`src/sv/kpsd_pkg.sv`:
```
`timescale 1ns / 1ps
`default_nettype none

package kpsd_pkg;

	localparam int ROWS     = 6;
	localparam int SENSE_W  = 4;
	localparam int CODE_W   = 5;
	localparam int COUNT_W  = 8;
	localparam int COL_W    = 2;

	localparam logic [SENSE_W-1:0] SENSE_NONE = 4'hF;
	localparam logic [SENSE_W-1:0] SENSE_COL0 = 4'hE;
	localparam logic [SENSE_W-1:0] SENSE_COL1 = 4'hD;
	localparam logic [SENSE_W-1:0] SENSE_COL2 = 4'hB;
	localparam logic [SENSE_W-1:0] SENSE_COL3 = 4'h7;

	localparam logic [COUNT_W-1:0] DEBOUNCE_RESET = 8'd3;
	localparam logic [CODE_W-1:0]  CODE_NONE      = '0;
	localparam logic [CODE_W-1:0]  CODE_MAX       = 5'd24;

	typedef logic [ROWS-1:0][SENSE_W-1:0] row_sense_t;
	typedef logic [CODE_W-1:0]            code_t;
	typedef logic [COUNT_W-1:0]           count_t;

	typedef struct packed {
		logic   release_phase;
		count_t tick_count;
	} deb_status_t;

endpackage

`default_nettype wire

```
`src/sv/kpsd_decode.sv`:
```
`timescale 1ns / 1ps
`default_nettype none

module kpsd_decode (
	input  wire logic [kpsd_pkg::SENSE_W-1:0] idle_sense,
	input  wire kpsd_pkg::row_sense_t         row_sense,
	output kpsd_pkg::code_t                   code
);
	import kpsd_pkg::*;

	logic [COL_W-1:0] col;
	logic [3:0]       row;
	logic [7:0]       sum;

	always_comb begin
		unique case (idle_sense)
			SENSE_COL1: col = 2'd1;
			SENSE_COL2: col = 2'd2;
			SENSE_COL3: col = 2'd3;
			default:    col = 2'd0;
		endcase
	end

	// Walk from the last row down so that the first low row wins.
	always_comb begin
		row = '0;
		for (int i = ROWS - 1; i >= 0; i--) begin
			if (row_sense[i] != SENSE_NONE) begin
				row = 4'(i + 1);
			end
		end
	end

	assign sum = 8'(col * ROWS) + {4'd0, row};

	always_comb begin
		if (idle_sense == SENSE_NONE) begin
			code = CODE_NONE;
		end else begin
			code = sum[CODE_W-1:0];
		end
	end

endmodule

`default_nettype wire

```
`src/sv/kpsd_debounce.sv`:
```
`timescale 1ns / 1ps
`default_nettype none

module kpsd_debounce (
	input  wire logic              clk,
	input  wire logic              arst_n,
	input  wire logic              enable,
	input  wire kpsd_pkg::code_t   code,
	input  wire kpsd_pkg::count_t  threshold,
	output kpsd_pkg::code_t        event_code,
	output kpsd_pkg::deb_status_t  status
);
	import kpsd_pkg::*;

	logic   release_q, release_d;
	count_t tick_q, tick_d;
	code_t  held_q, held_d;
	count_t tick_inc;
	logic   key_seen;

	assign tick_inc = tick_q + 8'd1;
	assign key_seen = (code != CODE_NONE);

	always_comb begin
		release_d  = release_q;
		tick_d     = tick_q;
		held_d     = held_q;
		event_code = CODE_NONE;
		if (!release_q) begin
			// A zero code in the press phase leaves everything as it is.
			if (tick_q == '0) begin
				if (key_seen) begin
					tick_d = 8'd1;
				end
			end else if (key_seen) begin
				held_d = code;
				tick_d = tick_inc;
				if (tick_inc >= threshold) begin
					tick_d    = '0;
					release_d = 1'b1;
				end
			end
		end else begin
			if (!key_seen) begin
				tick_d = tick_inc;
				if (tick_inc >= threshold) begin
					tick_d     = '0;
					release_d  = 1'b0;
					event_code = held_q;
				end
			end else begin
				tick_d = '0;
			end
		end
	end

	always_ff @(posedge clk or negedge arst_n) begin
		if (!arst_n) begin
			release_q <= 1'b0;
			tick_q    <= '0;
			held_q    <= CODE_NONE;
		end else if (enable) begin
			release_q <= release_d;
			tick_q    <= tick_d;
			held_q    <= held_d;
		end
	end

	assign status.release_phase = release_q;
	assign status.tick_count    = tick_q;

endmodule

`default_nettype wire

```
`src/sv/keypad_scan_debounce_core.sv`:
```
// Matrix keypad scanner with press and release debounce.
//
// Input channel (in_valid, in_stall): one transfer per scan tick, carrying the
// column senses with all rows driven low and with each single row driven low.
// Output channel (out_valid, out_stall): exactly one transfer per input tick;
// key_event holds the released key code, or 0 when the tick confirmed nothing.
// Configuration channel (cfg_valid, cfg_ready, cfg_data): writes the debounce
// threshold; cfg_ready is always high. Write it only while the block is idle.
//
// An input transfer first lands in the input register, then decode and the
// debounce update write its result into the output register.
// Throughput is one item per cycle while the receiver does not stall; the
// debounce state register closes its update loop on every tick that moves on.
// When the receiver stalls, the result is held, the input register fills and
// in_stall rises; no tick is dropped or repeated.
// Reset clears both pipeline valids, the debounce state, and sets the
// threshold to 3.
`timescale 1ns / 1ps
`default_nettype none

module keypad_scan_debounce_core (
	input  wire logic                          clk,
	input  wire logic                          arst_n,
	input  wire logic                          in_valid,
	output logic                               in_stall,
	input  wire logic [kpsd_pkg::SENSE_W-1:0]  idle_sense,
	input  wire logic [kpsd_pkg::SENSE_W-1:0]  row0_sense,
	input  wire logic [kpsd_pkg::SENSE_W-1:0]  row1_sense,
	input  wire logic [kpsd_pkg::SENSE_W-1:0]  row2_sense,
	input  wire logic [kpsd_pkg::SENSE_W-1:0]  row3_sense,
	input  wire logic [kpsd_pkg::SENSE_W-1:0]  row4_sense,
	input  wire logic [kpsd_pkg::SENSE_W-1:0]  row5_sense,
	output logic                               out_valid,
	input  wire logic                          out_stall,
	output logic [kpsd_pkg::CODE_W-1:0]        key_event,
	input  wire logic                          cfg_valid,
	output logic                               cfg_ready,
	input  wire logic [kpsd_pkg::COUNT_W-1:0]  cfg_data
);
	import kpsd_pkg::*;

	count_t               debounce_q;
	logic                 valid_s1;
	logic [SENSE_W-1:0]   idle_s1;
	row_sense_t           rows_s1;
	logic                 advance;
	logic                 take_in;
	code_t                code;
	code_t                event_code;
	deb_status_t          status;
	logic                 out_valid_s2;
	code_t                key_event_s2;

	assign cfg_ready = 1'b1;

	always_ff @(posedge clk or negedge arst_n) begin
		if (!arst_n) begin
			debounce_q <= DEBOUNCE_RESET;
		end else if (cfg_valid && cfg_ready) begin
			debounce_q <= cfg_data;
		end
	end

	// The stage moves on whenever the output register is empty or drains.
	assign advance  = !out_valid_s2 || !out_stall;
	assign in_stall = valid_s1 && !advance;
	assign take_in  = in_valid && !in_stall;

	always_ff @(posedge clk or negedge arst_n) begin
		if (!arst_n) begin
			valid_s1 <= 1'b0;
		end else if (!valid_s1 || advance) begin
			valid_s1 <= in_valid;
		end
	end

	always_ff @(posedge clk) begin
		if (take_in) begin
			idle_s1 <= idle_sense;
			rows_s1 <= {row5_sense, row4_sense, row3_sense,
				row2_sense, row1_sense, row0_sense};
		end
	end

	kpsd_decode u_decode (
		.idle_sense (idle_s1),
		.row_sense  (rows_s1),
		.code       (code)
	);

	kpsd_debounce u_debounce (
		.clk        (clk),
		.arst_n     (arst_n),
		.enable     (valid_s1 && advance),
		.code       (code),
		.threshold  (debounce_q),
		.event_code (event_code),
		.status     (status)
	);

	always_ff @(posedge clk or negedge arst_n) begin
		if (!arst_n) begin
			out_valid_s2 <= 1'b0;
		end else if (advance) begin
			out_valid_s2 <= valid_s1;
		end
	end

	always_ff @(posedge clk) begin
		if (advance && valid_s1) begin
			key_event_s2 <= event_code;
		end
	end

	assign out_valid = out_valid_s2;
	assign key_event = key_event_s2;

	a_stall_only_when_full : assert property (@(posedge clk) disable iff (!arst_n)
		in_stall |-> (valid_s1 && out_valid_s2 && out_stall))
		else $error("input stalled without a full pipeline");

	a_code_range : assert property (@(posedge clk) disable iff (!arst_n)
		out_valid |-> (key_event <= CODE_MAX))
		else $error("key event out of range");

	a_event_ends_release : assert property (@(posedge clk) disable iff (!arst_n)
		(out_valid && key_event != CODE_NONE) |-> !status.release_phase)
		else $error("event delivered while still in the release phase");

	a_release_seen_before_event : assert property (@(posedge clk) disable iff (!arst_n)
		(valid_s1 && advance && event_code != CODE_NONE) |-> status.release_phase)
		else $error("event produced outside the release phase");

endmodule

`default_nettype wire

```
`config.mk`:
```
export PLATFORM = sky130hd
export DESIGN_NAME = keypad_scan_debounce_core
export DESIGN_NICKNAME = d
export VERILOG_FILES = /design/src/sv/kpsd_pkg.sv /design/src/sv/kpsd_decode.sv /design/src/sv/kpsd_debounce.sv /design/src/sv/keypad_scan_debounce_core.sv
export SDC_FILE = /design/constraint.sdc
export NUM_CORES = 1
export LEC_CHECK = 0
export BUFFER_PORTS_ARGS = -buffer_cell sky130_fd_sc_hd__buf_2
export CAP_MARGIN = 10
export CELL_PAD_IN_SITES_DETAIL_PLACEMENT = 0
export CELL_PAD_IN_SITES_GLOBAL_PLACEMENT = 2
export CORE_MARGIN = 4
export CORE_UTILIZATION = 41
export CTS_BUF_LIST = sky130_fd_sc_hd__clkbuf_4 sky130_fd_sc_hd__clkbuf_8
export DETAILED_ROUTE_END_ITERATION = 7
export GPL_TIMING_DRIVEN = 0
export PLACE_DENSITY = 0.87
export SLEW_MARGIN = 15
export SYNTH_ARGS = -nofsm -noshare
export SYNTH_HDL_FRONTEND = slang
export SYNTH_SLANG_ARGS = --single-unit
```
`constraint.sdc`:
```
create_clock -name clk -period 8.4 [get_ports clk]
set_input_delay 0.42 -clock clk [delete_from_list [all_inputs] [get_ports clk]]
set_output_delay 0.42 -clock clk [all_outputs]
set_load 0.01 [all_outputs]
```
==> results of run 1 <==
## area by class of cell
type	count	share of cell area
plain buffers	5	0.00742
multi-input cells	139	0.322
repair buffers	47	0.0734
flip-flops and latches	57	0.497
well taps	77	0.0301
inverters	16	0.0187
clock buffers	11	0.0433
clock inverters	5	0.00742
## power groups by stage
stage	logic (mW)	clock network (mW)	registers (mW)
2_1_floorplan	0.119	0	0.352
3_3_place_gp	0.157	0	0.355
3_5_place_dp	0.160	0	0.356
4_1_cts	0.162	0.217	0.351
5_1_grt	0.183	0.230	0.356
6_report	0.160	0.210	0.351
## worst min path at each step
stage | from | to | slack [ps] | cells after the start
after floorplan | arst_n | debounce_q[2] | 120 | 0
after global placement | arst_n | debounce_q[5] | 440 | 1
after detailed placement | arst_n | debounce_q[5] | 440 | 1
after global routing | arst_n | debounce_q[2] | 110 | 1
final | arst_n | u_debounce.tick_q[6] | 70 | 1
after CTS | arst_n | u_debounce.tick_q[6] | 80 | 1
## cell usage after synthesis (all sizes together)
master,n
and4,2
dfrtp,22
mux2,4
nand2,17
a311oi,1
edfxtp,33
nand2b,6
a32oi,2
inv,16
xor2,4
and2,8
fa,1
nand4,7
nor4,2
xnor2,4
nor2b,3
and3b,1
a21o,4
clkbuf,3
a22o,5
nor2,9
o211ai,1
nor3b,1
o21ai,10
or3b,1
ha,14
nor3,2
a31oi,4
or2,1
dfstp,2
nand3,8
a211oi,4
and3,3
o31ai,2
conb,1
a2111o,1
buf,2
a31o,2
mux2i,2
a21oi,2
## critical path: stages (launching register included)
cell and delay [ps]:
edfxtp_1 430, xor2_1 180, and3_1 220, ha_1 350, fa_1 420, xnor2_1 200, nor3b_2 370, o31ai_1 150
a211oi_2 300, nor2_1 170, a22o_1 220
## logic make-up after synthesis
group | synth area share
muxes | 0.0282
AOI/OAI and AO/OA | 0.106
other | 0.00138
and+or+nand+nor | 0.148
DFF | 0.588
adders and majority gates | 0.0720
buffers and inverters | 0.0309
xor gates and xnor gates | 0.0259
## per-layer routing
metal	vias up	wire (um)	track usage
met5	-	0	0
met4	0	119	0.0771
met3	10	262	0.0350
met2	43	2060	0.208
met1	813	2120	0.172
li1	908	-	-
## registers in the layout, indices dropped and copies added, names as in the netlist
signal and cells:
idle_s1 4, rows_s1 24, u_debounce.tick_q 8, u_debounce.release_q 1, key_event 5, u_debounce.held_q 5
valid_s1 1, debounce_q 8, out_valid 1
## per-stage QoR
stage / hold slack (ps) / setup slack, ps / area (um2) / util
floorplan: 124 / 5630 / 2710 / -
global placement: 445 / 5350 / 3040 / 0.476
detailed placement: 442 / 5280 / 3040 / 0.476
CTS: 81.7 / 5270 / 3200 / 0.502
global route: 110 / 5120 / 3200 / 0.502
finish: 73.6 / 5290 / 3200 / 0.502
==> flow_metrics.tcl, run 1 <==
set metrics [dict create \
    yosys.area.top_type_share 0.366 \
    post_cts.repair.setup_buffers 0 \
    die_area_um2 7970 \
    cts_buffer_depth 2 \
    cp.arrival_ps 3330 \
    switching_share 0.285 \
    io_buffers 47 \
    p_comb_frac 0.222 \
    clock_skew_ps 6.38 \
    drcViolationCount 0 \
    die_h_um 89.3 \
    layout-drive-gt1-share 0.286 \
    max_freq_mhz 322 \
    synthTopCellsByArea "edfxtp_1 (37%), dfrtp_1 (20%), ha_1 (6.5%)" \
    fin_crit_ps 3110 \
    ant_nets 0 \
    yosys.area.top_type "edfxtp_1" \
    synthCells 217 \
    grt_max_degree 29 \
    setup_viol 0 \
    clk_pin_slew_ps 60 \
    clk_latency_ps 330 \
    grt_pass1_vias 1838 \
    dp.cells 341 \
    rrSetupSlack_ps 5290 \
    ys_ff_latch 57 \
    wire_per_inst_um 12.8 \
    r2r-end "u_debounce.tick_q[1]" \
    rsz0062_at_grt "false" \
    root_buffer "clkbuf_8" \
    switching_power_mw 0.205 \
    min_path_type "in -> async" \
    antenna_found_initial 0 \
    ff2ff_path_depth 10 \
    multi_input_area_um2 1030 \
    slew_headroom 0.254 \
    h-tree-depth 3 \
    hold_buffers 0 \
    power_frac_clock 0.291 \
    cp_max_fo 5 \
    final_hold_viol_count 0 \
    tightestPinTransition_ps 1120 \
    finalSetupTns_ps 0 \
    final_cell_mix "buf_2 (48), edfxtp_1 (33), dfrtp_1 (22)" \
    seq_area_um2 1590 \
    cp-startpoint "idle_s1[1]" \
    place_congestion 0.753 \
    status "finished, final reports clean" \
    stdcell_count 357 \
    core-area_um2 6390 \
    n_fill_cell 587 \
    synth_area_per_cell_um2 12.5 \
    synthDistinctLibCells 47 \
    grt_use_total 0.135 \
    pin_count 49 \
    routed_wl_um 4560 \
    tritoncts "yes" \
    crit_end "u_debounce.tick_q[1]" \
    drt_iter0_drc 53 \
    cellLeakagePower_nw 1.45 \
    diodes 0 \
    cp-start-kind "register" \
    synth_nets 273 \
    power_frac_seq 0.487 \
    rows 29 \
    powerDensity_nw_per_um2 225 \
    worst_ep_required_time_ps 8620 \
    reg2reg_from "idle_s1[1]" \
    critPathCaptureType "register" \
    area_delta_synth_final_pct 18.2 \
    final_nets 331 \
    crit_type "reg -> reg" \
    synth_area_um2 2710 \
    ctsResizeCount 0 \
    p_int_mw 0.515 \
    viasPerCell 4.97 \
    yosys_warnings 0 \
    final_common_cell "buf_2" \
    period_share 0.370 \
    num_vias 1774 \
    grt_first_pass_wirelength_um 8080 \
    ir_drop_v 0.000114 \
    cts_buffers 9 \
    cap_violations 0 \
    clock-sinks 57 \
    power_mw 0.720 \
    die-width_um 89.3 \
    grt-ovfl-total 0 \
    final_max_slew_viol_count 0 \
    place_hpwl_um 3500 \
    initial_utilization 0.424 \
    seq_area_frac_synth 0.588 \
    dr.pass1.iters 4 \
]
Note: power is estimated with default switching activity, not from simulation.
==> run 2: changes to the inputs <==
Settings changed: CORE_UTILIZATION 41 to 35, PLACE_DENSITY 0.87 to 0.79.
Clock period 8.4 ns to 2.7 ns, I/O delays scaled along.
==> run 2 against run 1 <==
Against the previous run:
- the flow now finishes with violations (setup timing)
- largest cell class unchanged
- die area is 16% higher
- flip-flop and latch count stayed put
- largest power group unchanged
- routed wire length is 21% higher
- global-route usage is 0.43 points higher
- clock skew hardly changed
==> flow_metrics.tcl, run 2 (same netlist as run 1, synthesis figures left out) <==
set metrics [dict create \
    status "complete, but fails checks" \
    violations "setup timing" \
    setup_viol 11 \
    cts_buffer_depth 2 \
    min_path_type "in -> reg" \
    cp.arrival_ps 2830 \
    antenna_found_initial 0 \
    worst_ep_required_time_ps 2790 \
    initial_utilization 0.368 \
    area_delta_synth_final_pct 40.3 \
    grt_pass1_vias 2049 \
    max_freq_mhz 365 \
    rsz0062_at_grt "true" \
    final_hold_viol_count 0 \
    p_comb_frac 0.249 \
    drt_iter0_drc 58 \
    path_cells "xor2_1 -> and3_4 -> ha_4 -> fa_2 -> xnor2_2 -> nor3b_4 -> buf_6 -> a31oi_4 -> and3b_2 -> and2_1" \
    h-tree-depth 3 \
    wire_per_inst_um 13.1 \
    gr-usage-met3 0.0383 \
    io_buffers 47 \
    num_vias 1945 \
    post-route-util 0.516 \
    hold_depth 3 \
    cp-start-kind "register" \
    ir_drop_v 0.000337 \
    largestRegisters "rows_s1 x24, debounce_q x8, u_debounce.tick_q x8" \
    whs_ps 12.4 \
    clk_pin_slew_ps 70 \
    largest_register_ffs 24 \
    cp_max_fo 5 \
    critPathCaptureType "register" \
    routed_wl_um 5540 \
    die_area_um2 9220 \
    clock-sinks 57 \
    setup_ws_ps -40.1 \
    layout-drive-gt1-share 0.336 \
    dr.pass1.iters 4 \
    grt_use_total 0.140 \
    tritoncts "yes" \
    p_int_mw 1.81 \
    clk_latency_ps 330 \
    pin_count 49 \
    regMostFlops "rows_s1" \
    final_common_cell "buf_2" \
    die-width_um 96.0 \
    root_buffer "clkbuf_8" \
    power_frac_seq 0.434 \
    clock_skew_ps 6.59 \
    busiest_layer "met2" \
    cpPeakStageDelay_ps 450 \
    power_mw 2.52 \
    ant_nets 0 \
    place_congestion 0.718 \
    final_nets 375 \
    grt_max_degree 29 \
    die_h_um 96.0 \
    place_hpwl_um 3580 \
    powerDensity_nw_per_um2 663 \
    ff2ff_path_depth 10 \
    grtUsageMet1 0.169 \
    period_share 1.01 \
    cellLeakagePower_nw 1.67 \
    rows 31 \
    diodes 0 \
    switching_power_mw 0.710 \
    drcViolationCount 0 \
    tightestPinTransition_ps 618 \
    fin_crit_ps 2740 \
    core-area_um2 7370 \
    grt-ovfl-total 0 \
    cap_violations 0 \
    final_cell_mix "buf_2 (48), edfxtp_1 (33), dlygate4sd3_1 (30)" \
    n_fill_cell 645 \
    power_frac_clock 0.316 \
    viasPerCell 4.60 \
    grt_first_pass_wirelength_um 9600 \
    slew_headroom 0.588 \
    switching_share 0.281 \
    cpMaxStageDelayCell "edfxtp_1" \
    crit_type "reg -> reg" \
    use_met2 0.228 \
    final_max_slew_viol_count 0 \
    cts_buffers 9 \
]
run 2: metal layers:
layer,routed length [um],vias up,part of all wire
met3,227,8,0.041
met4,91,0,0.016
met1,2510,903,0.45
met2,2710,42,0.49
met5,0,-,0
li1,-,992,-
run 2: per-stage QoR:
| stage | worst slack [ps] | cell area [um2] | TNS [ps] | cells |
|---|---|---|---|---|
| final | -40.1 | 3800 | -241 | 423 |
| after global routing | -193 | 3800 | -2540 | 423 |
| after CTS | -73.9 | 3720 | -542 | 419 |
| after detailed placement | -265 | 3080 | -2550 | 363 |
| after global placement | -274 | 3080 | -2500 | 363 |
| after floorplan | 9.27 | 2720 | 0 | 217 |
run 2: cell type report:
class / count / area (um2) / share of cell area
Sequential cell: 57 / 1590 / 0.419
Inverter: 16 / 60.1 / 0.0158
Multi-Input combinational cell: 139 / 1140 / 0.300
Timing Repair Buffer: 91 / 659 / 0.173
Buffer: 5 / 23.8 / 0.00625
Clock inverter: 5 / 55.1 / 0.0145
Tap cell: 99 / 124 / 0.0326
Clock buffer: 11 / 145 / 0.0382
run 2: power groups by stage:
stage	Combinational (mW)	Sequential [mW]	Clock, mW
floorplan	0.376	1.09	0
global placement	0.497	1.11	0
detailed placement	0.503	1.11	0
CTS	0.584	1.09	0.816
global route	0.717	1.10	0.858
finish	0.629	1.10	0.798
run 2: path summary, 6_finish.rpt:
| path | start | to | slack [ps] |
|---|---|---|---|
| worst max-delay path | idle_s1[3] | key_event[3] | -40 |
| worst min-delay path | cfg_data[5] | debounce_q[5] | 10 |
| worst max register to register | idle_s1[3] | key_event[3] | -40 |
| worst min register to register | valid_s1 | out_valid | 490 |
| max in group asynchronous | arst_n | u_debounce.tick_q[7] | 1990 |
| min in group asynchronous | arst_n | debounce_q[2] | 330 |
run 2: worst max-delay path, delay by kind of cell (launching register included):
kind | cells | cell delay [ps]
AO/OA/AOI/OAI | 1 | 230
XOR/XNOR | 2 | 320
adder cells (fa/ha/maj) | 2 | 580
buffers and inverters | 1 | 120
flip-flops | 1 | 450
AND/OR/NAND/NOR | 4 | 800
run 2: what timing repair did:
item                       4_1_cts  5_1_grt
setup buffers                   10        3
setup endpoints to repair       16       18
gates resized for setup          9       13
hold endpoints to repair        51        0
hold buffers                    30        0
pin swaps                       11       10
==> run 3: changes to the inputs <==
Settings changed: CORE_UTILIZATION 35 to 30, PLACE_DENSITY 0.79 to 0.7, SETUP_SLACK_MARGIN set to 0.15.
==> run 3 against run 2 <==
Against the previous run:
- the run still ends with setup timing left
- highest routed layer unchanged
- largest cell class unchanged
- first-iteration DRC count is 5.2% higher
- clock skew rose by 6.2 ps
- sequential share of layout area fell by 0.94 points
- flip-flop and latch count unchanged
==> flow_metrics.tcl, run 3 (same netlist as run 1, synthesis figures left out) <==
set metrics [dict create \
    crit_family "simple AND/OR/NAND/NOR gates" \
    ir_drop_v 0.000350 \
    diodes 0 \
    largest_register_ffs 24 \
    root_buffer "clkbuf_8" \
    status "complete, but fails checks" \
    h-tree-depth 3 \
    drcViolationCount 0 \
    dr.max_layer_used "met4" \
    drt_iter0_drc 61 \
    crit_type "reg -> reg" \
    worst_ep_required_time_ps 2790 \
    clock_skew_ps 12.8 \
    rsz0062_at_grt "true" \
    cts_buffers 9 \
    regMostFlops "rows_s1" \
    placed_area_um2 3140 \
    stdcell_count 439 \
    die-width_um 103 \
    reg2reg_from "idle_s1[1]" \
    cp.buffers_inverters 1 \
    switching_share 0.275 \
    final_cell_mix "buf_2 (48), dlygate4sd3_1 (34), edfxtp_1 (33)" \
    hold_path_end "debounce_q[4]" \
    violations "setup timing" \
    pin_count 49 \
    final_hold_viol_count 0 \
    ant_nets 0 \
    cp.arrival_ps 2860 \
    wire_per_inst_um 12.3 \
    power_frac_clock 0.336 \
    cp_max_fo 5 \
    rrSetupSlack_ps -70 \
    r2r-end "key_event[2]" \
    clock-sinks 57 \
    grt-ovfl-total 0 \
    routed_wl_um 5400 \
    power_frac_seq 0.425 \
    core-area_um2 8760 \
    num_vias 1961 \
    tritoncts "yes" \
    grt_use_total 0.113 \
    drt-met1-wl_um 2460 \
    io_buffers 47 \
    largestRegisters "rows_s1 x24, debounce_q x8, u_debounce.tick_q x8" \
    p_int_mw 1.87 \
    powerDensity_nw_per_um2 662 \
    rows 34 \
    cellLeakagePower_nw 1.69 \
    critPathCaptureType "register" \
    area_delta_synth_final_pct 43.6 \
    whs_ps 11.2 \
    clk_pin_slew_ps 70 \
    die_area_um2 10600 \
    final_common_cell "buf_2" \
    grt_first_pass_wirelength_um 9090 \
    layout-drive-gt1-share 0.353 \
    min_path_type "in -> reg" \
    cap_violations 0 \
    setup_ws_ps -68.9 \
    period_share 1.03 \
    clk_latency_ps 340 \
    tightestPinTransition_ps 618 \
    path_cells "xor2_1 -> and3_4 -> ha_4 -> fa_2 -> xnor2_2 -> nor3b_4 -> buf_4 -> a31oi_4 -> and3b_2 -> and2_1" \
    final_area_um2 3890 \
    cpMaxStageDelayCell "edfxtp_1" \
    hold_depth 3 \
    antenna_found_initial 0 \
    cts_buffer_depth 2 \
    routed-wl-met3_um 274 \
    ff2ff_path_depth 10 \
    switching_power_mw 0.708 \
    dr.pass1.iters 4 \
    initial_utilization 0.309 \
    fin_crit_ps 2770 \
    cpPeakStageDelay_ps 440 \
    power_mw 2.58 \
    grt_pass1_vias 1914 \
    place_hpwl_um 3710 \
    viasPerCell 4.47 \
    slew_headroom 0.588 \
    wl_met2_um 2590 \
    setup_viol 11 \
    max_freq_mhz 361 \
    min_from "cfg_data[4]" \
    grt_max_degree 29 \
    cp-startpoint "idle_s1[1]" \
    die_h_um 103 \
    final_nets 382 \
    dp.cells 372 \
    final_max_slew_viol_count 0 \
    finalSetupTns_ps -386 \
    p_comb_frac 0.238 \
    cp-start-kind "register" \
    place_congestion 0.733 \
]
run 3: cell types whose count changed in the layout (fill, tap and decap cells not counted), moves of 2 or more:
cell / previous run / this run
buf_4: 11 / 16
dlygate4sd3_1: 30 / 34
and2_1: 5 / 3
clkinv_4: 0 / 2
ha_1: 12 / 10
run 3: tightest hold or removal path, delay by kind of cell:
| kind | cells | cell delay [ps] |
|---|---|---|
| and+or+nand+nor | 1 | 40 |
| AOI/OAI and AO/OA | 1 | 60 |
| buffers and inverters | 1 | 70 |
run 3: how the worst max path moves through the flow:
stage                                      end  cells past startpoint
final                             key_event[2]                     10
after global routing      u_debounce.tick_q[0]                     13
after CTS                 u_debounce.tick_q[3]                     12
after detailed placement  u_debounce.tick_q[7]                     12
after global placement    u_debounce.tick_q[1]                      9
after floorplan                   key_event[0]                      9
run 3: per-stage QoR:
step	setup WS, ps	util
2_1_floorplan	165	-
3_3_place_gp	-183	0.358
3_5_place_dp	-194	0.358
4_1_cts	-110	0.434
5_1_grt	-174	0.444
6_report	-68.9	0.444
run 3: per-layer routing:
| layer | vias up | global-route usage |
|---|---|---|
| li1 | 1014 | - |
| met1 | 894 | 0.143 |
| met5 | - | 0 |
| met4 | 0 | 0.0448 |
| met3 | 7 | 0.0433 |
| met2 | 46 | 0.174 |
run 3: power groups by stage:
stage / Clock [mW] / Sequential [mW] / Combinational (mW)
3_5_place_dp: 0 / 1.11 / 0.521
2_1_floorplan: 0 / 1.09 / 0.386
3_3_place_gp: 0 / 1.11 / 0.516
5_1_grt: 0.937 / 1.11 / 0.702
6_report: 0.866 / 1.09 / 0.614
4_1_cts: 0.896 / 1.09 / 0.609
run 3: cell type report:
cell class              instances  area, um2
repair buffers                 98        711
clock buffers                   9        124
flip-flops and latches         57       1600
multi-input cells             139       1150
well taps                     108        135
plain buffers                   5       23.8
clock inverters                 7       95.1
inverters                      16       60.1
fillers                       796       4870
run 3: what timing repair did:
action / CTS / global route
endpoints found under the hold margin: 55 / 0
gates resized for setup: 7 / 9
hold buffers: 34 / 0
setup buffers: 9 / 8
endpoints found under the setup margin: 18 / 19
pin swaps: 13 / 9
